<file path="src/hw/rtl/rafc_pkg.sv">
// rafc_pkg: shared types and constants of the rfid ascii frame checker
// holds the classified request type passed from the front end through the queue
// no dependencies
package rafc_pkg;

   // control bytes that restart the frame position
   localparam logic [7:0] CHAR_CR  = 8'h0D;
   localparam logic [7:0] CHAR_LF  = 8'h0A;
   localparam logic [7:0] CHAR_ETX = 8'h03;
   localparam logic [7:0] CHAR_STX = 8'h02;

   // hex decode bounds
   localparam logic [7:0] CHAR_DIGIT_LO = 8'h30;
   localparam logic [7:0] CHAR_DIGIT_HI = 8'h39;
   localparam logic [7:0] CHAR_UPPER_LO = 8'h41;
   localparam logic [7:0] CHAR_UPPER_HI = 8'h46;
   localparam logic [7:0] UPPER_BASE    = 8'd10;

   // frame layout in characters
   localparam logic [3:0] UID_CHARS = 4'd10;

   localparam int CARD_ID_W = 40;
   localparam int BYTE_W    = 8;

   // one classified request: restart marker or decoded character value
   typedef struct packed {
      logic             restart;
      logic [BYTE_W-1:0] value;
   } item_type;

endpackage

</file>
<file path="src/hw/rtl/rfid_ascii_frame_checker_top.sv">
// rfid_ascii_frame_checker_top: checks ascii hex frames from an rfid reader
// depends on rafc_pkg, rafc_front, rafc_queue and rafc_back
//
//   channel   direction  payload
//   req_*     in         tdata[7:0]   rx_byte
//   rsp_*     out        tdata[39:0]  card_id, [47:40] received_checksum,
//                        [55:48] computed_checksum, [56] checksum_ok, rest zero
//
// one request per cycle while the queue is not full; a frame result is offered
// the cycle after the back end takes its last character
// synchronous active-high reset clears the queue, frame position and result valid
// a stalled result holds the back end only when the next character would close
// another frame; the two-entry queue keeps the request side open until it fills
module rfid_ascii_frame_checker_top (
   input  logic        clock,
   input  logic        reset,
   input  logic        req_tvalid,
   output logic        req_tready,
   input  logic [7:0]  req_tdata,   // [7:0] rx_byte
   output logic        rsp_tvalid,
   input  logic        rsp_tready,
   output logic [63:0] rsp_tdata    // card_id, received_checksum, computed_checksum,
                                    // checksum_ok, zero fill
);
   import rafc_pkg::*;

   item_type    front_item;
   item_type    head_item;
   logic        q_full;
   logic        q_not_empty;
   logic        q_pop;
   logic        push;
   logic [39:0] card_id;
   logic [7:0]  received_checksum;
   logic [7:0]  computed_checksum;
   logic        checksum_ok;

   // front end: classify and decode the incoming byte
   rafc_front u_front (
      .rx_byte (req_tdata),
      .item    (front_item)
   );

   assign req_tready = !q_full;
   assign push       = req_tvalid && !q_full;

   // queue decouples the request side from the frame logic
   rafc_queue u_queue (
      .clock     (clock),
      .reset     (reset),
      .push      (push),
      .push_item (front_item),
      .full      (q_full),
      .pop       (q_pop),
      .not_empty (q_not_empty),
      .head_item (head_item)
   );

   // back end: frame assembly and result register
   rafc_back u_back (
      .clock             (clock),
      .reset             (reset),
      .item_valid        (q_not_empty),
      .item              (head_item),
      .item_pop          (q_pop),
      .rsp_valid         (rsp_tvalid),
      .rsp_ready         (rsp_tready),
      .card_id           (card_id),
      .received_checksum (received_checksum),
      .computed_checksum (computed_checksum),
      .checksum_ok       (checksum_ok)
   );

   // pack result fields, card_id in the lowest bits
   assign rsp_tdata = {7'b0000000, checksum_ok, computed_checksum,
                       received_checksum, card_id};

endmodule

</file>
<file path="src/hw/rtl/rafc_front.sv">
// rafc_front: classifies each received byte as a restart marker or a character
// and decodes uppercase hex digits to nibbles; depends on rafc_pkg
module rafc_front (
   input  logic [7:0]         rx_byte,
   output rafc_pkg::item_type item
);
   import rafc_pkg::*;

   logic is_ctrl;
   logic is_digit;
   logic is_upper;

   assign is_ctrl  = (rx_byte == CHAR_CR) || (rx_byte == CHAR_LF) ||
                     (rx_byte == CHAR_ETX) || (rx_byte == CHAR_STX);
   assign is_digit = (rx_byte >= CHAR_DIGIT_LO) && (rx_byte <= CHAR_DIGIT_HI);
   assign is_upper = (rx_byte >= CHAR_UPPER_LO) && (rx_byte <= CHAR_UPPER_HI);

   always_comb begin
      item.restart = is_ctrl;
      priority if (is_digit) begin
         item.value = rx_byte - CHAR_DIGIT_LO;
      end else if (is_upper) begin
         item.value = (rx_byte - CHAR_UPPER_LO) + UPPER_BASE;
      end else begin
         // not hex: passed through raw
         item.value = rx_byte;
      end
   end

endmodule

</file>
<file path="src/hw/rtl/rafc_queue.sv">
// rafc_queue: two-entry queue of classified requests between front and back
// depends on rafc_pkg
module rafc_queue (
   input  logic               clock,
   input  logic               reset,
   input  logic               push,
   input  rafc_pkg::item_type push_item,
   output logic               full,
   input  logic               pop,
   output logic               not_empty,
   output rafc_pkg::item_type head_item
);
   import rafc_pkg::*;

   item_type   slot_ff [2];
   logic       wr_ptr_ff, wr_ptr_in;
   logic       rd_ptr_ff, rd_ptr_in;
   logic [1:0] count_ff, count_in;

   assign full      = (count_ff == 2'd2);
   assign not_empty = (count_ff != 2'd0);
   assign head_item = slot_ff[rd_ptr_ff];

   always_comb begin
      wr_ptr_in = wr_ptr_ff ^ push;
      rd_ptr_in = rd_ptr_ff ^ pop;
      count_in  = count_ff + {1'b0, push} - {1'b0, pop};
   end

   always_ff @(posedge clock) begin
      if (reset) begin
         wr_ptr_ff <= 1'b0;
         rd_ptr_ff <= 1'b0;
         count_ff  <= 2'd0;
      end else begin
         wr_ptr_ff <= wr_ptr_in;
         rd_ptr_ff <= rd_ptr_in;
         count_ff  <= count_in;
      end
   end

   always_ff @(posedge clock) begin
      if (push) begin
         slot_ff[wr_ptr_ff] <= push_item;
      end
   end

endmodule

</file>
<file path="src/hw/rtl/rafc_back.sv">
// rafc_back: frame state, uid assembly, checksum xor and the result register
// depends on rafc_pkg
module rafc_back (
   input  logic               clock,
   input  logic               reset,
   input  logic               item_valid,
   input  rafc_pkg::item_type item,
   output logic               item_pop,
   output logic               rsp_valid,
   input  logic               rsp_ready,
   output logic [39:0]        card_id,
   output logic [7:0]         received_checksum,
   output logic [7:0]         computed_checksum,
   output logic               checksum_ok
);
   import rafc_pkg::*;

   logic [3:0]           pos_ff, pos_in;
   logic [3:0]           nib_ff, nib_in;
   logic [CARD_ID_W-1:0] uid_ff, uid_in;
   logic [BYTE_W-1:0]    xor_ff, xor_in;
   logic                 valid_ff, valid_in;
   logic                 load_result;
   logic                 completes;
   logic [BYTE_W-1:0]    pair_byte;

   logic [CARD_ID_W-1:0] card_ff;
   logic [BYTE_W-1:0]    rcv_ff, cmp_ff;
   logic                 ok_ff;

   // only the character that closes a frame needs the result register free
   assign completes = !item.restart && pos_ff[0] && !(pos_ff < UID_CHARS);
   assign item_pop  = item_valid && (!completes || !valid_ff || rsp_ready);
   assign pair_byte = {nib_ff, 4'b0000} | item.value;

   always_comb begin
      pos_in      = pos_ff;
      nib_in      = nib_ff;
      uid_in      = uid_ff;
      xor_in      = xor_ff;
      load_result = 1'b0;
      valid_in    = valid_ff && !rsp_ready;
      if (item_pop) begin
         priority if (item.restart) begin
            pos_in = '0;
            nib_in = '0;
            uid_in = '0;
            xor_in = '0;
         end else if (!pos_ff[0]) begin
            // high half of a pair
            nib_in = item.value[3:0];
            pos_in = pos_ff + 4'd1;
         end else if (pos_ff < UID_CHARS) begin
            uid_in = {uid_ff[CARD_ID_W-BYTE_W-1:0], pair_byte};
            xor_in = xor_ff ^ pair_byte;
            pos_in = pos_ff + 4'd1;
         end else begin
            // checksum pair completes the frame
            load_result = 1'b1;
            valid_in    = 1'b1;
            pos_in      = '0;
            nib_in      = '0;
            uid_in      = '0;
            xor_in      = '0;
         end
      end
   end

   always_ff @(posedge clock) begin
      if (reset) begin
         pos_ff   <= '0;
         nib_ff   <= '0;
         uid_ff   <= '0;
         xor_ff   <= '0;
         valid_ff <= 1'b0;
      end else begin
         pos_ff   <= pos_in;
         nib_ff   <= nib_in;
         uid_ff   <= uid_in;
         xor_ff   <= xor_in;
         valid_ff <= valid_in;
      end
   end

   always_ff @(posedge clock) begin
      if (load_result) begin
         card_ff <= uid_ff;
         rcv_ff  <= pair_byte;
         cmp_ff  <= xor_ff;
         ok_ff   <= (xor_ff == pair_byte);
      end
   end

   assign rsp_valid         = valid_ff;
   assign card_id           = card_ff;
   assign received_checksum = rcv_ff;
   assign computed_checksum = cmp_ff;
   assign checksum_ok       = ok_ff;

endmodule

</file>
<file path="config.mk">
export PLATFORM = sky130hd
export DESIGN_NAME = rfid_ascii_frame_checker_top
export DESIGN_NICKNAME = d
export VERILOG_FILES = /design/src/hw/rtl/rafc_pkg.sv /design/src/hw/rtl/rfid_ascii_frame_checker_top.sv /design/src/hw/rtl/rafc_front.sv /design/src/hw/rtl/rafc_queue.sv /design/src/hw/rtl/rafc_back.sv
export SDC_FILE = /design/constraint.sdc
export NUM_CORES = 1
export LEC_CHECK = 0
export BUFFER_PORTS_ARGS = -buffer_cell sky130_fd_sc_hd__buf_2
export CORE_UTILIZATION = 50
export CTS_CLUSTER_DIAMETER = 120
export DETAILED_ROUTE_END_ITERATION = 16
export GPL_ROUTABILITY_DRIVEN = 1
export PLACE_DENSITY = 0.74
export SYNTH_ARGS = -nofsm -noshare
export SYNTH_HDL_FRONTEND = slang
export SYNTH_SLANG_ARGS = --single-unit
</file>
<file path="constraint.sdc">
create_clock -name clock -period 2.8 [get_ports clock]
set_input_delay 0.42 -clock clock [delete_from_list [all_inputs] [get_ports clock]]
set_output_delay 0.42 -clock clock [all_outputs]
set_load 0.005 [all_outputs]
</file>
==> reports/qor.log <==
qor: run_status.run_status finished, final reports clean
qor: worst_hold_path.hold_path_depth 2
qor: cts.clock_latency_on_the_worst_skew_pair 0.52 ns
qor: drt.detail_route.wl_per_cell 14.17 um
qor: critical_path.r2r_slack 0.78 ns
qor: flow_run.timing.max_cap.violations 0
qor: finish.num_antenna_cells 0
qor: grt.grt_max_degree 58
qor: grt.grt_antenna_before_repair 0
qor: finish.final_core_util 62.66%
qor: cts.cts-buffers-inserted 17
qor: cts.post_cts_hold_buffer_count 0
qor: place.dp_worst_slack 0.6019 ns
qor: drt.first_pass_iters 4
qor: cts.htree_num_levels 4
qor: sta.maxSlewHeadroom 59.52%
qor: cts.tritoncts built
qor: sta.timing.final.max_slew_violations 0
qor: sta.hold_vio_cnt_final 0
qor: critical_path.r2r-start u_queue.rd_ptr_ff
qor: synth.synth_area_per_cell 13.53 um2
qor: synth.yosys_most_used_dff sky130_fd_sc_hd__edfxtp_1
qor: worst_hold_path.holdCritPathClass input port to flop
qor: grt.grt_pass1_wl 13750 um
qor: sta.fin_setup_tns 0 ns
qor: place.dp.cells 569
qor: sta.final_min_period_over_clock_period 72.11%
qor: critical_path.cp.arrival 2.42 ns
qor: critical_path.critical_path.endpoint_type flop
qor: synth.synth.yosys.warnings 0
qor: sta.setup_viol 0
qor: sta.hold_ws 0.2369 ns
qor: die.die_w 102.5 um
qor: grt.grt.overflow.total 0
qor: finish.most-common-layout-cells sky130_fd_sc_hd__edfxtp_1 (75), sky130_fd_sc_hd__buf_2 (70), sky130_fd_sc_hd__dfxtp_1 (61)
qor: cts.clockRootBuffer sky130_fd_sc_hd__clkbuf_8
qor: drt.drt.antenna.violating_nets 0
qor: drt.initialDrtViolationCount 123
qor: grt.highest_utilization_routing_layer_at_the_global_route_stage met2
qor: grt.grt_pass1_vias 2914
qor: place.gp_congestion 0.7432
qor: grt.globalRouteMet3Util 6.635%
qor: synth.post_synth_instance_area 5046 um2
qor: drt.route.detailed.vias_per_inst 5.092
qor: grt.global_route.usage.total 17.86%
qor: synth.synth_area_leaders sky130_fd_sc_hd__edfxtp_1 (45%), sky130_fd_sc_hd__dfxtp_1 (24%), sky130_fd_sc_hd__a22o_1 (5.6%), sky130_fd_sc_hd__ha_1 (3.0%), sky130_fd_sc_hd__xnor2_1 (1.9%)
qor: cts.ctsResizeCount 0
qor: synth.synth_enable_flop_cells 75
qor: sta.clock_skew 0.006432 ns
qor: critical_path.cp-start-kind flop
qor: grt.global_route.usage.met2 27.18%
qor: synth.ys_types 49
qor: place.place_hpwl 5536 um
qor: power_and_ir_drop.power.density 869.4 nW/um2
qor: critical_path.required 3.20 ns
qor: sta.worst-slew-pin-transition 0.6035 ns
qor: synth.synth_async_sr_flop_share 0%
qor: die.starting_utilization_of_the_core_area 51.63%
qor: critical_path.critical_path_class flop to flop
qor: synth.seq_total_area_yosys 68.83%
qor: die.coreArea 9774 um2
qor: drt.via_count 3060
qor: finish.layout-drive-gt1-share 25.64%
qor: drt.drc 0
qor: finish.num-nets-final 479
qor: finish.final_common_cell sky130_fd_sc_hd__edfxtp_1
qor: die.die_area 10500 um2
qor: drt.detail_route.wirelength 8516 um
qor: finish.finalNonFillerCells 601
qor: cts.cts_buffer_depth 2
qor: synth.synth-seq-cells 136
qor: synth.syn_inst 373
qor: power_and_ir_drop.ir_drop 0.5185 mV
qor: critical_path.rr_endpoint u_queue.count_ff[1]
qor: worst_hold_path.terminating_pin_of_the_worst_hold_path u_queue.slot_ff[0][7]
qor: die.die_h 102.5 um
qor: critical_path.critical_path_fanout_max 9
qor: critical_path.worst_r2r_path_depth 8
qor: die.std_cell_rows 36
qor: finish.nFillCells 763
qor: place.buffer_ports.inserted 70
qor: die.boundaryPins 78
qor: cts.cts_num_sinks 136
qor: sta.clock.fmax 495.3 MHz
qor: sta.rsz0062_at_grt false
qor: sta.worst_setup_slack_after_layout 0.7810 ns
qor: grt.met1_usage 22.21%
qor: power_and_ir_drop.leakage_component_of_the_power 2.421 nW
qor: worst_hold_path.worstHoldStart req_tdata[7]
qor: sta.period_minus_slack 2.019 ns
qor: cts.cts.repair_timing.setup_buffer_count 0
qor: cts.clkTransAtPathRegs 0.06 ns
qor: synth.yosys.area.top_type_share 44.63%
qor: finish.area_delta_synth_final 21.37%
qor: synth.yosysTopAreaCell sky130_fd_sc_hd__edfxtp_1
## layer usage
metal | share of wire [%] | vias to the layer above
met1 | 45 | 1439
met5 | 0 | -
met4 | 1.6 | 0
met3 | 5.4 | 11
li1 | - | 1512
met2 | 48 | 98
## worst max-delay path, stage by stage, from the launching register on
cell	delay (ns)
sky130_fd_sc_hd__dfxtp_1	0.39
sky130_fd_sc_hd__mux2i_4	0.38
sky130_fd_sc_hd__a31oi_2	0.23
sky130_fd_sc_hd__ha_1	0.34
sky130_fd_sc_hd__inv_1	0.04
sky130_fd_sc_hd__ha_1	0.20
sky130_fd_sc_hd__xor2_1	0.16
sky130_fd_sc_hd__xnor2_1	0.13
sky130_fd_sc_hd__nor2_1	0.05
## final cells by class
cell class | count | area, um2 | share of cell area (%)
Sequential cell | 136 | 3473 | 56.71
Multi-Input combinational cell | 200 | 1391 | 22.72
Timing Repair Buffer | 79 | 430.4 | 7.028
Clock buffer | 18 | 427.9 | 6.987
Tap cell | 133 | 166.4 | 2.717
Clock inverter | 14 | 156.4 | 2.554
Inverter | 21 | 78.83 | 1.287
## flip-flops by register name, summed over array words and instances (netlist names), 2 cells and up
register	flops
u_queue.slot_ff	18
u_back.card_id	40
u_back.pos_ff	4
u_queue.count_ff	2
u_back.uid_ff	40
u_back.computed_checksum	8
u_back.xor_ff	8
u_back.nib_ff	4
u_back.received_checksum	8
## through the flow
step,total power [W],area (um2)
global route,0.005580,6125
finish,0.005325,6125
floorplan,0.003018,5069
detailed placement,0.003245,5540
CTS,0.005374,6125
global placement,0.003216,5540
## cells by family after synthesis
logic type | share of synthesized area, %
flops | 68.83
compound gates | 12.55
simple gates | 7.042
buf+inv | 4.290
xor+xnor | 2.777
fa+ha+maj | 2.975
mux | 1.463
other cells | 0.07431
## power by group
part / internal, W / switching [W] / total (W)
Combinational: 0.000336 / 0.000523 / 0.000859
Clock: 0.00124 / 0.000885 / 0.00212
Sequential: 0.00225 / 0.0000923 / 0.00234
Total: 0.00382 / 0.00150 / 0.00532
## Yosys cell counts (2+ instances only)
cell,count
sky130_fd_sc_hd__buf_2,8
sky130_fd_sc_hd__ha_1,12
sky130_fd_sc_hd__nand3_1,9
sky130_fd_sc_hd__nor2_1,17
sky130_fd_sc_hd__buf_4,10
sky130_fd_sc_hd__nor3_1,4
sky130_fd_sc_hd__dfxtp_1,61
sky130_fd_sc_hd__a22oi_1,4
sky130_fd_sc_hd__o21ai_0,7
sky130_fd_sc_hd__a211oi_1,4
sky130_fd_sc_hd__and2_1,2
sky130_fd_sc_hd__xor2_1,5
sky130_fd_sc_hd__nor2b_1,7
sky130_fd_sc_hd__inv_1,21
sky130_fd_sc_hd__a21oi_1,13
sky130_fd_sc_hd__xnor2_1,11
sky130_fd_sc_hd__nand2b_1,2
sky130_fd_sc_hd__and3_1,2
sky130_fd_sc_hd__mux2i_1,4
sky130_fd_sc_hd__o211ai_1,2
sky130_fd_sc_hd__a21o_1,2
sky130_fd_sc_hd__a22o_1,32
sky130_fd_sc_hd__edfxtp_1,75
sky130_fd_sc_hd__nand2_1,21
sky130_fd_sc_hd__clkbuf_1,2
sky130_fd_sc_hd__o21ai_1,13
## how the worst max path moves through the flow
stage                                  from                     to  slack (ns)  cells past startpoint
after CTS                 u_queue.rd_ptr_ff    u_queue.count_ff[1]        0.77                      8
after floorplan            u_back.pos_ff[1]      u_back.card_id[0]       0.007                      3
after global placement         req_tdata[4]  u_queue.slot_ff[0][5]        0.65                      8
after global routing      u_queue.rd_ptr_ff    u_queue.count_ff[1]        0.59                      8
after detailed placement       req_tdata[4]  u_queue.slot_ff[1][5]        0.60                      8
final                     u_queue.rd_ptr_ff    u_queue.count_ff[1]        0.78                      8
(Power assumes the default switching activity.)
